===== config.mk =====
export PLATFORM = sky130hd
export DESIGN_NAME = sinusoidal_position_encode_core
export DESIGN_NICKNAME = d
export VERILOG_FILES = /design/src/rtl/spe_pkg.sv /design/src/rtl/spe_step.sv /design/src/rtl/sinusoidal_position_encode_core.sv
export SDC_FILE = /design/constraint.sdc
export NUM_CORES = 2
export LEC_CHECK = 0
export BUFFER_PORTS_ARGS = -buffer_cell sky130_fd_sc_hd__buf_2
export CORE_ASPECT_RATIO = 0.8
export CORE_MARGIN = 2
export CORE_UTILIZATION = 55
export DETAILED_ROUTE_END_ITERATION = 8
export PLACE_DENSITY_LB_ADDON = 0.2
export SYNTH_ARGS = -nofsm -noshare
export SYNTH_HDL_FRONTEND = slang
export SYNTH_SLANG_ARGS = --single-unit

===== constraint.sdc =====
create_clock -name clk -period 13.7 [get_ports clk]
set_clock_uncertainty 0.05 [all_clocks]
set_input_delay 2.74 -clock clk [delete_from_list [all_inputs] [get_ports clk]]
set_output_delay 2.74 -clock clk [all_outputs]
set_load 0.02 [all_outputs]

===== src/rtl/spe_pkg.sv =====
// constants, tables and types of the sinusoidal position encoder
// used by spe_step and sinusoidal_position_encode_core
package spe_pkg;

  localparam int MAX_DIM_DEF      = 4096;
  localparam int CORDIC_STEPS_DEF = 16;

  // configuration register indexes
  localparam logic [1:0] CFG_BASE = 2'd0;
  localparam logic [1:0] CFG_ROWS = 2'd1;
  localparam logic [1:0] CFG_COLS = 2'd2;

  localparam logic [15:0] BASE_RST = 16'd10000;
  localparam logic [12:0] ROWS_RST = 13'd64;
  localparam logic [12:0] COLS_RST = 13'd64;

  localparam logic [31:0] ONE_RAD_TURNS = 32'd683565276;
  localparam logic [33:0] CORDIC_GAIN   = 34'd652032874;

  // log2 of the base in q16.16 is below 2^20
  localparam int LOG_W     = 20;
  localparam int EXP_STEPS = 16;

  typedef logic [31:0] atan_tab_t [32];
  typedef logic [31:0] root_tab_t [EXP_STEPS];

  localparam atan_tab_t ATAN_TURNS = '{
    32'd536870912, 32'd316933406, 32'd167458907, 32'd85004756, 32'd42667331,
    32'd21354465, 32'd10679838, 32'd5340245, 32'd2670163, 32'd1335087,
    32'd667544, 32'd333772, 32'd166886, 32'd83443, 32'd41722, 32'd20861,
    32'd10430, 32'd5215, 32'd2608, 32'd1304, 32'd652, 32'd326, 32'd163,
    32'd81, 32'd41, 32'd20, 32'd10, 32'd5, 32'd3, 32'd1, 32'd1, 32'd0
  };

  // 2^-(2^-(k+1)) in q0.32, each a floor square root of the one before
  function automatic root_tab_t gen_roots();
    root_tab_t   tab;
    logic [63:0] r;
    logic [63:0] n;
    logic [63:0] res;
    logic [63:0] b;
    r = 64'd1 << 31;
    for (int k = 0; k < EXP_STEPS; k++) begin
      n   = r << 32;
      res = 64'd0;
      b   = 64'd1 << 62;
      while (b > n) b = b >> 2;
      while (b != 64'd0) begin
        if (n >= res + b) begin
          n   = n - (res + b);
          res = (res >> 1) + b;
        end else begin
          res = res >> 1;
        end
        b = b >> 2;
      end
      r      = res;
      tab[k] = r[31:0];
    end
    return tab;
  endfunction

  localparam root_tab_t EXP_ROOT = gen_roots();

  typedef struct packed {
    logic        done;
    logic [31:0] step;
  } step_resp_t;

endpackage


===== src/rtl/spe_step.sv =====
// per-column phase step: log2 of base, exponent divide, 2^-frac product
// iterates on one shared multiplier and a bit-serial divider; uses spe_pkg
module spe_step #(
  parameter int MAX_DIM = spe_pkg::MAX_DIM_DEF
) (
  input  logic                              clk,
  input  logic                              rst_n,
  input  logic                              start,
  input  logic [15:0]                       base,
  input  logic [$clog2(MAX_DIM+1)-1:0]      cols_cl,
  input  logic [$clog2(MAX_DIM)-1:0]        col,
  output spe_pkg::step_resp_t               resp
);
  import spe_pkg::*;

  localparam int DW   = $clog2(MAX_DIM + 1);
  localparam int CW   = $clog2(MAX_DIM);
  localparam int NW   = LOG_W + CW;
  localparam int CNTW = $clog2(NW + 1);

  localparam logic [2:0] S_IDLE  = 3'd0;
  localparam logic [2:0] S_SQR   = 3'd1;
  localparam logic [2:0] S_MULE  = 3'd2;
  localparam logic [2:0] S_DIV   = 3'd3;
  localparam logic [2:0] S_EXP   = 3'd4;
  localparam logic [2:0] S_SCALE = 3'd5;
  localparam logic [2:0] S_FIN   = 3'd6;

  logic [2:0]       state_r, state_nxt;
  logic [CNTW-1:0]  cnt_r, cnt_nxt;
  logic [31:0]      x_r, x_nxt;
  logic [LOG_W-1:0] lg_r, lg_nxt;
  logic [CW-1:0]    col_r, col_nxt;
  logic [DW-1:0]    cd_r, cd_nxt;
  logic [DW-1:0]    rem_r, rem_nxt;
  logic [NW-1:0]    num_r, num_nxt;
  logic [32:0]      m_r, m_nxt;
  logic [31:0]      s_r, s_nxt;
  logic [31:0]      step_r, step_nxt;
  logic             done_r, done_nxt;

  logic [32:0]      mul_a;
  logic [31:0]      mul_b;
  logic [64:0]      prod;
  logic [3:0]       lead;
  logic [32:0]      sq;
  logic [DW:0]      trial;
  logic             ge;
  logic [NW-17:0]   ip;

  always_comb begin
    lead = 4'd0;
    for (int i = 1; i < 16; i++) begin
      if (base[i]) lead = 4'(i);
    end
  end

  // shared multiplier
  always_comb begin
    unique case (state_r)
      S_SQR:   begin mul_a = {1'b0, x_r};          mul_b = x_r; end
      S_MULE:  begin mul_a = 33'(lg_r);            mul_b = 32'(col_r); end
      S_EXP:   begin mul_a = m_r;                  mul_b = EXP_ROOT[cnt_r[3:0]]; end
      S_SCALE: begin mul_a = m_r;                  mul_b = ONE_RAD_TURNS; end
      default: begin mul_a = 33'd0;                mul_b = 32'd0; end
    endcase
    prod = 65'(mul_a) * 65'(mul_b);
  end

  assign sq    = prod[63:31];
  assign trial = {rem_r, num_r[NW-1]};
  assign ge    = trial >= {1'b0, cd_r};
  assign ip    = num_r[NW-1:16];

  always_comb begin
    state_nxt = state_r;
    cnt_nxt   = cnt_r;
    x_nxt     = x_r;
    lg_nxt    = lg_r;
    col_nxt   = col_r;
    cd_nxt    = cd_r;
    rem_nxt   = rem_r;
    num_nxt   = num_r;
    m_nxt     = m_r;
    s_nxt     = s_r;
    step_nxt  = step_r;
    done_nxt  = 1'b0;
    unique case (state_r)
      S_IDLE: begin
        if (start) begin
          col_nxt = col;
          cd_nxt  = cols_cl;
          cnt_nxt = '0;
          x_nxt   = 32'(base) << (5'd31 - 5'(lead));
          lg_nxt  = LOG_W'({lead, 16'd0});
          if (base < 16'd2) begin
            lg_nxt    = '0;
            state_nxt = S_MULE;
          end else begin
            state_nxt = S_SQR;
          end
        end
      end
      S_SQR: begin
        // one fraction bit of log2 per squaring
        if (sq[32]) begin
          x_nxt  = sq[32:1];
          lg_nxt = lg_r | LOG_W'(32'd1 << (5'd15 - 5'(cnt_r)));
        end else begin
          x_nxt = sq[31:0];
        end
        cnt_nxt = cnt_r + 1'b1;
        if (cnt_r == CNTW'(EXP_STEPS - 1)) state_nxt = S_MULE;
      end
      S_MULE: begin
        num_nxt   = prod[NW-1:0];
        rem_nxt   = '0;
        cnt_nxt   = '0;
        state_nxt = S_DIV;
      end
      S_DIV: begin
        rem_nxt = ge ? DW'(trial - {1'b0, cd_r}) : trial[DW-1:0];
        num_nxt = {num_r[NW-2:0], ge};
        cnt_nxt = cnt_r + 1'b1;
        if (cnt_r == CNTW'(NW - 1)) begin
          cnt_nxt   = '0;
          m_nxt     = 33'h1_0000_0000;
          state_nxt = S_EXP;
        end
      end
      S_EXP: begin
        if (num_r[5'd15 - 5'(cnt_r)]) m_nxt = prod[64:32];
        cnt_nxt = cnt_r + 1'b1;
        if (cnt_r == CNTW'(EXP_STEPS - 1)) state_nxt = S_SCALE;
      end
      S_SCALE: begin
        s_nxt     = prod[63:32];
        state_nxt = S_FIN;
      end
      S_FIN: begin
        step_nxt  = (32'(ip) >= 32'd32) ? 32'd0 : (s_r >> ip[4:0]);
        done_nxt  = 1'b1;
        state_nxt = S_IDLE;
      end
      default: state_nxt = S_IDLE;
    endcase
  end

  always_ff @(posedge clk) begin
    if (!rst_n) begin
      state_r <= S_IDLE;
      done_r  <= 1'b0;
      cnt_r   <= '0;
    end else begin
      state_r <= state_nxt;
      done_r  <= done_nxt;
      cnt_r   <= cnt_nxt;
    end
    x_r    <= x_nxt;
    lg_r   <= lg_nxt;
    col_r  <= col_nxt;
    cd_r   <= cd_nxt;
    rem_r  <= rem_nxt;
    num_r  <= num_nxt;
    m_r    <= m_nxt;
    s_r    <= s_nxt;
    step_r <= step_nxt;
  end

  assign resp.done = done_r;
  assign resp.step = step_r;

endmodule


===== src/rtl/sinusoidal_position_encode_core.sv =====
// Sinusoidal position encoder: each beat of in_tdata (q16.16, column-major
// matrix order) gets sin(row / base^(col/cols)) added and is clipped to q16.16.
// An element is accepted, takes CORDIC_STEPS rotation steps of the shared
// cordic datapath, one per cycle, and is then loaded into the output register
// once a pending result has been taken; after an element that ends a column,
// unless it is a last_element one, the next element waits while spe_step runs
// its 16 log2 squarings, the bit-serial exponent divide, the 16 2^-frac
// products and the final scale on its one multiplier (no squarings when base is below two).
// in_tready is high only between elements. cfg_ready is always high.
module sinusoidal_position_encode_core #(
  parameter int MAX_DIM      = spe_pkg::MAX_DIM_DEF,
  parameter int CORDIC_STEPS = spe_pkg::CORDIC_STEPS_DEF
) (
  input  logic        clk,
  input  logic        rst_n,
  input  logic        in_tvalid,
  output logic        in_tready,
  input  logic [31:0] in_tdata,   // [31:0] in_value
  input  logic        in_tlast,   // last_element
  output logic        out_tvalid,
  input  logic        out_tready,
  output logic [31:0] out_tdata,  // [31:0] out_value
  output logic        out_tuser,  // [0] saturated
  input  logic        cfg_valid,
  output logic        cfg_ready,
  input  logic [1:0]  cfg_index,
  input  logic [15:0] cfg_data
);
  import spe_pkg::*;

  localparam int DW = $clog2(MAX_DIM + 1);
  localparam int CW = $clog2(MAX_DIM);
  localparam int IW = $clog2(CORDIC_STEPS);

  localparam logic [1:0] S_IDLE = 2'd0;
  localparam logic [1:0] S_ROT  = 2'd1;
  localparam logic [1:0] S_OUT  = 2'd2;
  localparam logic [1:0] S_STEP = 2'd3;

  logic [1:0]         state_r, state_nxt;
  logic [15:0]        base_r;
  logic [12:0]        rows_r, cols_r;
  logic [CW-1:0]      row_r, row_nxt;
  logic [CW-1:0]      col_r, col_nxt;
  logic [31:0]        phase_r, phase_nxt;
  logic [31:0]        step_r, step_nxt;
  logic signed [33:0] x_r, x_nxt, y_r, y_nxt, z_r, z_nxt;
  logic [IW-1:0]      it_r, it_nxt;
  logic [1:0]         quad_r, quad_nxt;
  logic [31:0]        val_r, val_nxt;
  logic               last_r, last_nxt;
  logic               ov_r, ov_nxt;
  logic [31:0]        od_r, od_nxt;
  logic               os_r, os_nxt;
  logic               start;

  logic [DW-1:0]      rows_cl, cols_cl;
  logic [CW-1:0]      col_adv;
  logic signed [33:0] dx, dy, atn, v_sel, v_sh, v_fin;
  logic signed [34:0] sum;
  step_resp_t         sresp;

  function automatic logic [DW-1:0] clamp_dim(logic [12:0] d);
    if (d == 13'd0) return DW'(1);
    if (32'(d) > 32'(MAX_DIM)) return DW'(MAX_DIM);
    return DW'(d);
  endfunction

  assign rows_cl = clamp_dim(rows_r);
  assign cols_cl = clamp_dim(cols_r);
  assign col_adv = (32'(col_r) + 32'd1 >= 32'(cols_cl)) ? '0 : col_r + 1'b1;

  assign in_tready  = (state_r == S_IDLE);
  assign cfg_ready  = 1'b1;
  assign out_tvalid = ov_r;
  assign out_tdata  = od_r;
  assign out_tuser  = os_r;

  // cordic rotation step
  assign dx  = y_r >>> it_r;
  assign dy  = x_r >>> it_r;
  assign atn = $signed({2'b00, ATAN_TURNS[5'(it_r)]});

  // q1.30 to q16.16 with rounding, then the exact sum
  assign v_sel = quad_r[0] ? x_r : y_r;
  assign v_sh  = (v_sel + 34'sd8192) >>> 14;
  assign v_fin = quad_r[1] ? -v_sh : v_sh;
  assign sum   = $signed({{3{val_r[31]}}, val_r}) + $signed({v_fin[33], v_fin});

  always_comb begin
    state_nxt = state_r;
    row_nxt   = row_r;
    col_nxt   = col_r;
    phase_nxt = phase_r;
    step_nxt  = step_r;
    x_nxt     = x_r;
    y_nxt     = y_r;
    z_nxt     = z_r;
    it_nxt    = it_r;
    quad_nxt  = quad_r;
    val_nxt   = val_r;
    last_nxt  = last_r;
    ov_nxt    = ov_r && !out_tready;
    od_nxt    = od_r;
    os_nxt    = os_r;
    start     = 1'b0;
    unique case (state_r)
      S_IDLE: begin
        if (in_tvalid) begin
          val_nxt   = in_tdata;
          last_nxt  = in_tlast;
          quad_nxt  = phase_r[31:30];
          z_nxt     = $signed({4'b0000, phase_r[29:0]});
          x_nxt     = $signed(CORDIC_GAIN);
          y_nxt     = '0;
          it_nxt    = '0;
          state_nxt = S_ROT;
        end
      end
      S_ROT: begin
        if (z_r >= 0) begin
          x_nxt = x_r - dx;
          y_nxt = y_r + dy;
          z_nxt = z_r - atn;
        end else begin
          x_nxt = x_r + dx;
          y_nxt = y_r - dy;
          z_nxt = z_r + atn;
        end
        it_nxt = it_r + 1'b1;
        if (it_r == IW'(CORDIC_STEPS - 1)) state_nxt = S_OUT;
      end
      S_OUT: begin
        if (!ov_r || out_tready) begin
          ov_nxt = 1'b1;
          os_nxt = 1'b0;
          od_nxt = sum[31:0];
          if (sum > 35'sh0_7FFF_FFFF) begin
            od_nxt = 32'h7FFF_FFFF;
            os_nxt = 1'b1;
          end else if (sum < -35'sh0_8000_0000) begin
            od_nxt = 32'h8000_0000;
            os_nxt = 1'b1;
          end
          state_nxt = S_IDLE;
          if (last_r) begin
            row_nxt   = '0;
            col_nxt   = '0;
            phase_nxt = '0;
            step_nxt  = ONE_RAD_TURNS;
          end else if (32'(row_r) + 32'd1 >= 32'(rows_cl)) begin
            row_nxt   = '0;
            col_nxt   = col_adv;
            phase_nxt = '0;
            start     = 1'b1;
            state_nxt = S_STEP;
          end else begin
            row_nxt   = row_r + 1'b1;
            phase_nxt = phase_r + step_r;
          end
        end
      end
      S_STEP: begin
        if (sresp.done) begin
          step_nxt  = sresp.step;
          state_nxt = S_IDLE;
        end
      end
      default: state_nxt = S_IDLE;
    endcase
  end

  always_ff @(posedge clk) begin
    if (!rst_n) begin
      state_r <= S_IDLE;
      base_r  <= BASE_RST;
      rows_r  <= ROWS_RST;
      cols_r  <= COLS_RST;
      row_r   <= '0;
      col_r   <= '0;
      phase_r <= '0;
      step_r  <= ONE_RAD_TURNS;
      ov_r    <= 1'b0;
    end else begin
      state_r <= state_nxt;
      row_r   <= row_nxt;
      col_r   <= col_nxt;
      phase_r <= phase_nxt;
      step_r  <= step_nxt;
      ov_r    <= ov_nxt;
      if (cfg_valid) begin
        unique case (cfg_index)
          CFG_BASE: base_r <= cfg_data;
          CFG_ROWS: rows_r <= cfg_data[12:0];
          CFG_COLS: cols_r <= cfg_data[12:0];
          default: ;
        endcase
      end
    end
    x_r    <= x_nxt;
    y_r    <= y_nxt;
    z_r    <= z_nxt;
    it_r   <= it_nxt;
    quad_r <= quad_nxt;
    val_r  <= val_nxt;
    last_r <= last_nxt;
    od_r   <= od_nxt;
    os_r   <= os_nxt;
  end

  spe_step #(
    .MAX_DIM(MAX_DIM)
  ) u_step (
    .clk     (clk),
    .rst_n   (rst_n),
    .start   (start),
    .base    (base_r),
    .cols_cl (cols_cl),
    .col     (col_nxt),
    .resp    (sresp)
  );

endmodule


# Word-level counts from Yosys, hierarchy flattened
# Memories as Yosys holds them, arrays and structs flattened.
# Cells that the tools add are included.
# classes
add_sub_neg	19
multipliers	1
order_cmp	13
eq_ne	25
shift	5
mux	101
bitwise_logic	3
reduce_logical	31
# op_table
operator	count
two-way mux 32 bit	12
two-way mux 34 bit	8
one-hot mux 34 bit (2 select lines)	3
one-hot mux 32 bit (2 select lines)	3
one-hot mux 32 bit (4 select lines)	1
two-way mux 13 bit	9
one-hot mux 33 bit (3 select lines)	1
two-way mux 12 bit	7
adder 34 bit	2
>>> shifter 34 x 4 -> 34 bit	2
subtractor 34 bit	2
two-way mux 33 bit	2
one-hot mux 33 bit (2 select lines)	1
multiplier 33 x 32 -> 65 bit	1
two-way mux 20 bit	3
one-hot mux 20 bit (2 select lines)	1
two-way mux 4 bit	9
adder 32 x 34 -> 35 bit	1
greater-than comparator 35 x 32 -> 1 bit, second input constant	1
less-than comparator 35 x 32 -> 1 bit, second input constant	1
adder 34 x 15 -> 34 bit, second input constant	1
adder 34 x 33 -> 34 bit	1
>= comparator 34 x 1 -> 1 bit, second input constant	1
negation 20 -> 34 bit	1
other kinds (55)	124
# word_totals
regBits	536
romBits	1536
out_inout_bits	36
wordCells	230
memories	2
# mem_list
memory	depth	width	read_ports	rd_clocked_by_memory_dff	write_ports	line_no	source
(no name shown)	32	32	1	0	0	sinusoidal_position_encode_core.sv:82	assign atn = $signed({2'b00, ATAN_TURNS[5'(it_r)]});
(no name shown)	16	32	1	0	0	spe_step.sv:63	S_EXP: begin mul_a = m_r; mul_b = EXP_ROOT[cnt_r[3:0]]; end

# Depth between registers and ports, before layout
# depth
ltp_word	19
depth_mapped	39

# Modules after synthesis
# Synthesis repeated with hierarchy kept, for this count alone.
# unflattened
cells_unflattened	8331
area_unflattened_um2	74586.5
# modules_own_cells
mod	instances	cells_per_inst	area_per_inst_um2	seq_area_each_um2
spe_step	1	5109	46507.1	6776.5
sinusoidal_position_encode_core	1	3222	28079.4	7887.6

# Worst setup path before layout
# Ideal clock, no wire load.
# synth_timing
path_type	register to register
start	reg u_step.state_r[1]
end	reg u_step.lg_r[0] (enable)
setup_time_ns	0.376
t_arrival_ns	11.646
path_slack_ns	1.628
stages_incl_launch_ff	32
n_path_buf	3
cell_sequence	dfxtp_1 -> clkbuf_1 -> nor2b_1 -> a22oi_1 -> o21ai_0 -> clkbuf_1 -> nand2_1 -> fa_1 -> inv_1 -> fa_1 -> inv_1 -> fa_1 -> fa_1 -> inv_1 -> fa_1 -> fa_1 -> fa_1 -> inv_1 -> fa_1 -> inv_1 -> ha_1 -> a21o_1 -> a21o_1 -> o31ai_1 -> a21oi_1 -> a221o_1 -> a21o_1 -> a311oi_1 -> o21ai_0 -> xor2_1 -> clkbuf_1 -> a21o_1
# synth_between
elab_chain_len	6
elab_cells_between_ends	13
cone_classes	1 x mul; 6 x eq/ne; 2 x mux; 4 x reduce/logical
# synth_lines
item	line_no	source
start: declaration	spe_step.sv:29	logic [2:0] state_r, state_nxt;
start signal: assignment	spe_step.sv:155	state_r <= state_nxt;
equality test 3 bit	spe_step.sv:60	unique case (state_r)
OR reduction 2 bit (no source line)	n/a	
one-hot mux 33 bit (3 select lines)	spe_step.sv:60	
multiplier 33 x 32 -> 65 bit (*)	spe_step.sv:67	prod = 65'(mul_a) * 65'(mul_b);
named net u_step.prod[63]	spe_step.sv:44	logic [64:0] prod;
inequality test 2 x 1 -> 1 bit (no source line) (*)	n/a	
AND reduction 3 bit (no source line) (*)	n/a	
end signal: assignment	spe_step.sv:160	lg_r <= lg_nxt;
end: declaration	spe_step.sv:32	logic [LOG_W-1:0] lg_r, lg_nxt;
# Mark *: on every way through the listed nets, which the timed path passes. The rest lies on a longest branch.
# A chain may end at the register's enable or synchronous reset.

# Worst setup path in the final report
# layout_timing
start	reg u_step.cnt_r[1]
end	reg u_step.x_r[17] (data pin)
# layout_between
elab_chain_len	8
# layout_lines
item	line_no	source
start: declaration	spe_step.sv:30	logic [CNTW-1:0] cnt_r, cnt_nxt;
start signal: assignment	spe_step.sv:157	cnt_r <= cnt_nxt;
NOT 4 -> 5 bit (implied by the code)	spe_step.sv:63	
memory read (16 x 32 bit)	n/a	
two-way mux 32 bit (implied by the code) (2 in series)	spe_step.sv:63	
one-hot mux 32 bit (4 select lines)	spe_step.sv:60	
multiplier 33 x 32 -> 65 bit	spe_step.sv:67	
two-way mux 32 bit	spe_step.sv:106	if (sq[32]) begin
one-hot mux 32 bit (2 select lines)	spe_step.sv:88	unique case (state_r)
named net u_step.x_nxt[17]	spe_step.sv:31	logic [31:0] x_r, x_nxt;
end signal: assignment	spe_step.sv:159	x_r <= x_nxt;
end: declaration	spe_step.sv:31	
# The timed path passes the listed nets, and every way through them passes these cells. The select of a mux whose other input is x is not followed.

==> impl_metrics.py <==
metrics = {
    "outcome": {
        "outcome": "finished clean",
    },
    "synthesis": {
        "synth_top_family_by_area": "adder cells",
        "synth_edf_count": 393,
        "syn-mean-instance-area_um2": 8.903,
        "synth_top_area_share_pct": 25.40,
        "synth_compound_area_share_pct": 12.71,
        "synth_nets": 9731,
        "synth_top_cells_by_count": "nand2_1 (1041), inv_1 (1023), nor2_1 (966)",
        "seq_area_frac_synth_pct": 19.96,
        "yosysTopAreaCell": "fa_1",
        "syn_inst": 8251,
        "synth-seq-cells": 536,
        "synthAdderAreaFrac_pct": 33.78,
        "netlist_top_cells_area": "fa_1 (25%), edfxtp_1 (16%), ha_1 (8.4%), nand2_1 (5.3%), inv_1 (5.2%)",
        "ys_types": 88,
        "yosys.area_share.simple_pct": 15.59,
        "syn_area_mm2": 0.07346,
        "yosysMostFrequentCell": "nand2_1",
        "muxShareOfSynthArea_pct": 5.958,
        "synth_top_flop_cell": "edfxtp_1",
        "synthArstFlopShare_pct": 0,
        "synth_xor_area_share_pct": 4.340,
        "yosysWarnings": 0,
    },
    "sta": {
        "tightest_slew_ns": 1.384,
        "min_period_ns": 12.00,
        "relSlewSlack_pct": 7.759,
        "setup_viol": 0,
        "drv_slew": 0,
        "grt_setup_unrepaired": "false",
        "finalHoldViolations": 0,
        "max_freq_mhz": 83.31,
        "tns_ns": 0,
        "fin_crit_sh_pct": 87.62,
    },
    "worst_hold_path": {
        "hp-start": "rows_r[0]$_SDFFE_PN0P_",
        "holdPathStages": 2,
        "min_to": "rows_r[0]$_SDFFE_PN0P_",
        "hold_class": "reg -> reg",
    },
    "clocking": {
        "post_cts_buffers": 0,
        "cts_tree": "done",
        "numCtsBuffers": 60,
        "cts_sinks": 536,
        "cts-root-buf": "clkbuf_16",
        "cts.repair.resized": 0,
        "cts_hold_buf": 0,
        "h-tree-depth": 2,
        "clk_pin_slew_worst_paths_ns": 0.07,
        "clk-insertion-delay-late_ns": 0.74,
        "clockBufferDepth": 3,
    },
    "worst_setup_path": {
        "r2r_end": "u_step.x_r[17]$_DFFE_PP_",
        "cp_common_cell": "fa_1",
        "critPathCaptureType": "flip-flop",
        "cp_slowest_stage_delay_ns": 1.16,
        "slowest_stage": "o211a_1",
        "critPathMaxFanout": 34,
        "critical_path_class": "reg -> reg",
        "worstReg2RegStart": "u_step.cnt_r[1]$_SDFFE_PN0P_",
        "r2r_cells": 33,
        "r2r_setup_slack_ns": 1.70,
        "critPathLaunchType": "flip-flop",
        "crit_required_ns": 14.07,
        "critPathArrivalTime_ns": 12.38,
    },
    "power": {
        "irDropWorstVdd_mv": 0.1171,
        "finalPower_mw": 8.362,
        "leakagePower_nw": 34.29,
        "power.density_mw_per_mm2": 107.2,
    },
    "final_layout": {
        "finalInstanceArea_mm2": 0.07802,
        "stdcell_count": 9915,
        "fin_util_pct": 59.07,
        "drive_gt1_share_pct": 7.574,
        "num-nets-final": 9574,
        "syn_to_final_growth_pct": 6.207,
    },
    "placed_design": {
        "placed_area_mm2": 0.07578,
        "placed_cells": 9786,
        "gp_congestion": 1.030,
        "place_hpwl_um": 187700,
        "placement.io_buffers": 90,
    },
    "floorplanning": {
        "die_w_um": 412.6,
        "core_mm2": 0.1321,
        "die-area_mm2": 0.1365,
        "io_pins": 92,
        "row_count": 119,
        "die-height_um": 330.9,
        "initial_core_util_pct": 55.62,
    },
    "routing": {
        "first_iter_violations": 6659,
        "firstDrtPassIters": 7,
        "vias": 61380,
        "drc_errors": 0,
        "vias_per_cell": 6.190,
        "drt_wl_total_um": 243300,
        "ant_nets": 0,
        "wire_per_inst_um": 24.54,
    },
    "grt": {
        "grt_max_degree": 93,
        "antenna_found_initial": 17,
        "grt_usage_pct": 35.97,
        "grt_overflow": 0,
        "grt_pass1_wl_um": 371300,
        "grt_pass1_vias": 60690,
    },
    "run": {
        "maxCapViolations": 0,
    },
}
-- report_power, final --
part	internal (mW)	switching, mW
Sequential	1.98	0.279
Combinational	1.86	2.41
Clock	1.07	0.765
-- stage by stage --
step | hold slack, ns | setup WS, ns
after global placement | 0.3988 | 1.768
after global routing | 0.4391 | 1.364
after CTS | 0.4178 | 1.485
after detailed placement | 0.4040 | 1.584
after floorplan | 0.3817 | 1.628
final | 0.4209 | 1.696
-- per-layer routing --
layer | track usage, % | up-vias | share of wire [%]
li1 | - | 27100 | -
met1 | 49.50 | 30470 | 41
met2 | 53.43 | 3207 | 43
met3 | 8.697 | 600 | 11
met4 | 17.49 | 0 | 5.8
met5 | 0 | - | 0
-- registers in the layout (all words and copies together), names as in the netlist, 13 cells and up --
signal and flops:
base_r 16, cols_r 13, out_tdata 32, phase_r 32
rows_r 13, step_r 32, u_step.cd_r 13, u_step.lg_r 20
u_step.m_r 33, u_step.num_r 32, u_step.rem_r 13, u_step.s_r 32
u_step.step_r 32, u_step.x_r 32, val_r 32, x_r 34
y_r 34, z_r 34
-- placed cells by master (no fill, tap or decap), types with 86 or more instances in the layout --
cell	instances
a21o_1	181
a21oi_1	416
buf_2	90
buf_4	146
dfxtp_1	140
edfxtp_1	393
fa_1	932
ha_1	492
inv_1	1022
mux2i_1	138
mux4_2	108
nand2_1	1039
nand3_1	127
nor2_1	962
nor3_1	86
o21ai_0	364
xnor2_1	197
xor2_1	166
-- final cells by class --
cell class,count,area (um^2)
Antenna cell,15,37.54
Clock buffer,77,1657
Clock inverter,37,544.3
Fill cell,11610,54050
Inverter,1028,3860
Multi-Input combinational cell,6232,53510
Sequential cell,536,14670
Tap cell,1754,2195
Timing Repair Buffer,236,1546
-- critical path: cells and delay by family, from the launching register on --
kind / cells / cell delay [ns]
adders and majority gates: 10 / 4.74
AOI/OAI and AO/OA: 12 / 4.46
buffers and inverters: 7 / 1.37
DFF: 1 / 0.31
muxes: 1 / 0.28
xor gates and xnor gates: 1 / 0.22
and+or+nand+nor: 2 / 0.21
-- worst max-delay path by stage --
stage                                   end                            from  cells past startpoint
2_1_floorplan  u_step.lg_r[0]$_SDFFCE_PP0P_  u_step.state_r[1]$_SDFFE_PN0P_                     31
3_3_place_gp   u_step.lg_r[4]$_SDFFCE_PP0P_    u_step.cnt_r[1]$_SDFFE_PN0P_                     31
3_5_place_dp       u_step.x_r[17]$_DFFE_PP_    u_step.cnt_r[1]$_SDFFE_PN0P_                     33
4_1_cts            u_step.x_r[17]$_DFFE_PP_    u_step.cnt_r[1]$_SDFFE_PN0P_                     33
5_1_grt            u_step.x_r[16]$_DFFE_PP_  u_step.state_r[0]$_SDFFE_PN0P_                     27
6_report           u_step.x_r[17]$_DFFE_PP_    u_step.cnt_r[1]$_SDFFE_PN0P_                     33
-- cell families after synthesis --
| family | count (synthesis) |
|---|---|
| other | 1 |
| buffers and inverters | 1483 |
| DFF | 536 |
| AOI/OAI and AO/OA | 1495 |
| and+or+nand+nor | 2652 |
| xor gates and xnor gates | 364 |
| adders and majority gates | 1424 |
| muxes | 296 |
Note: power is estimated with default switching activity, not from simulation.
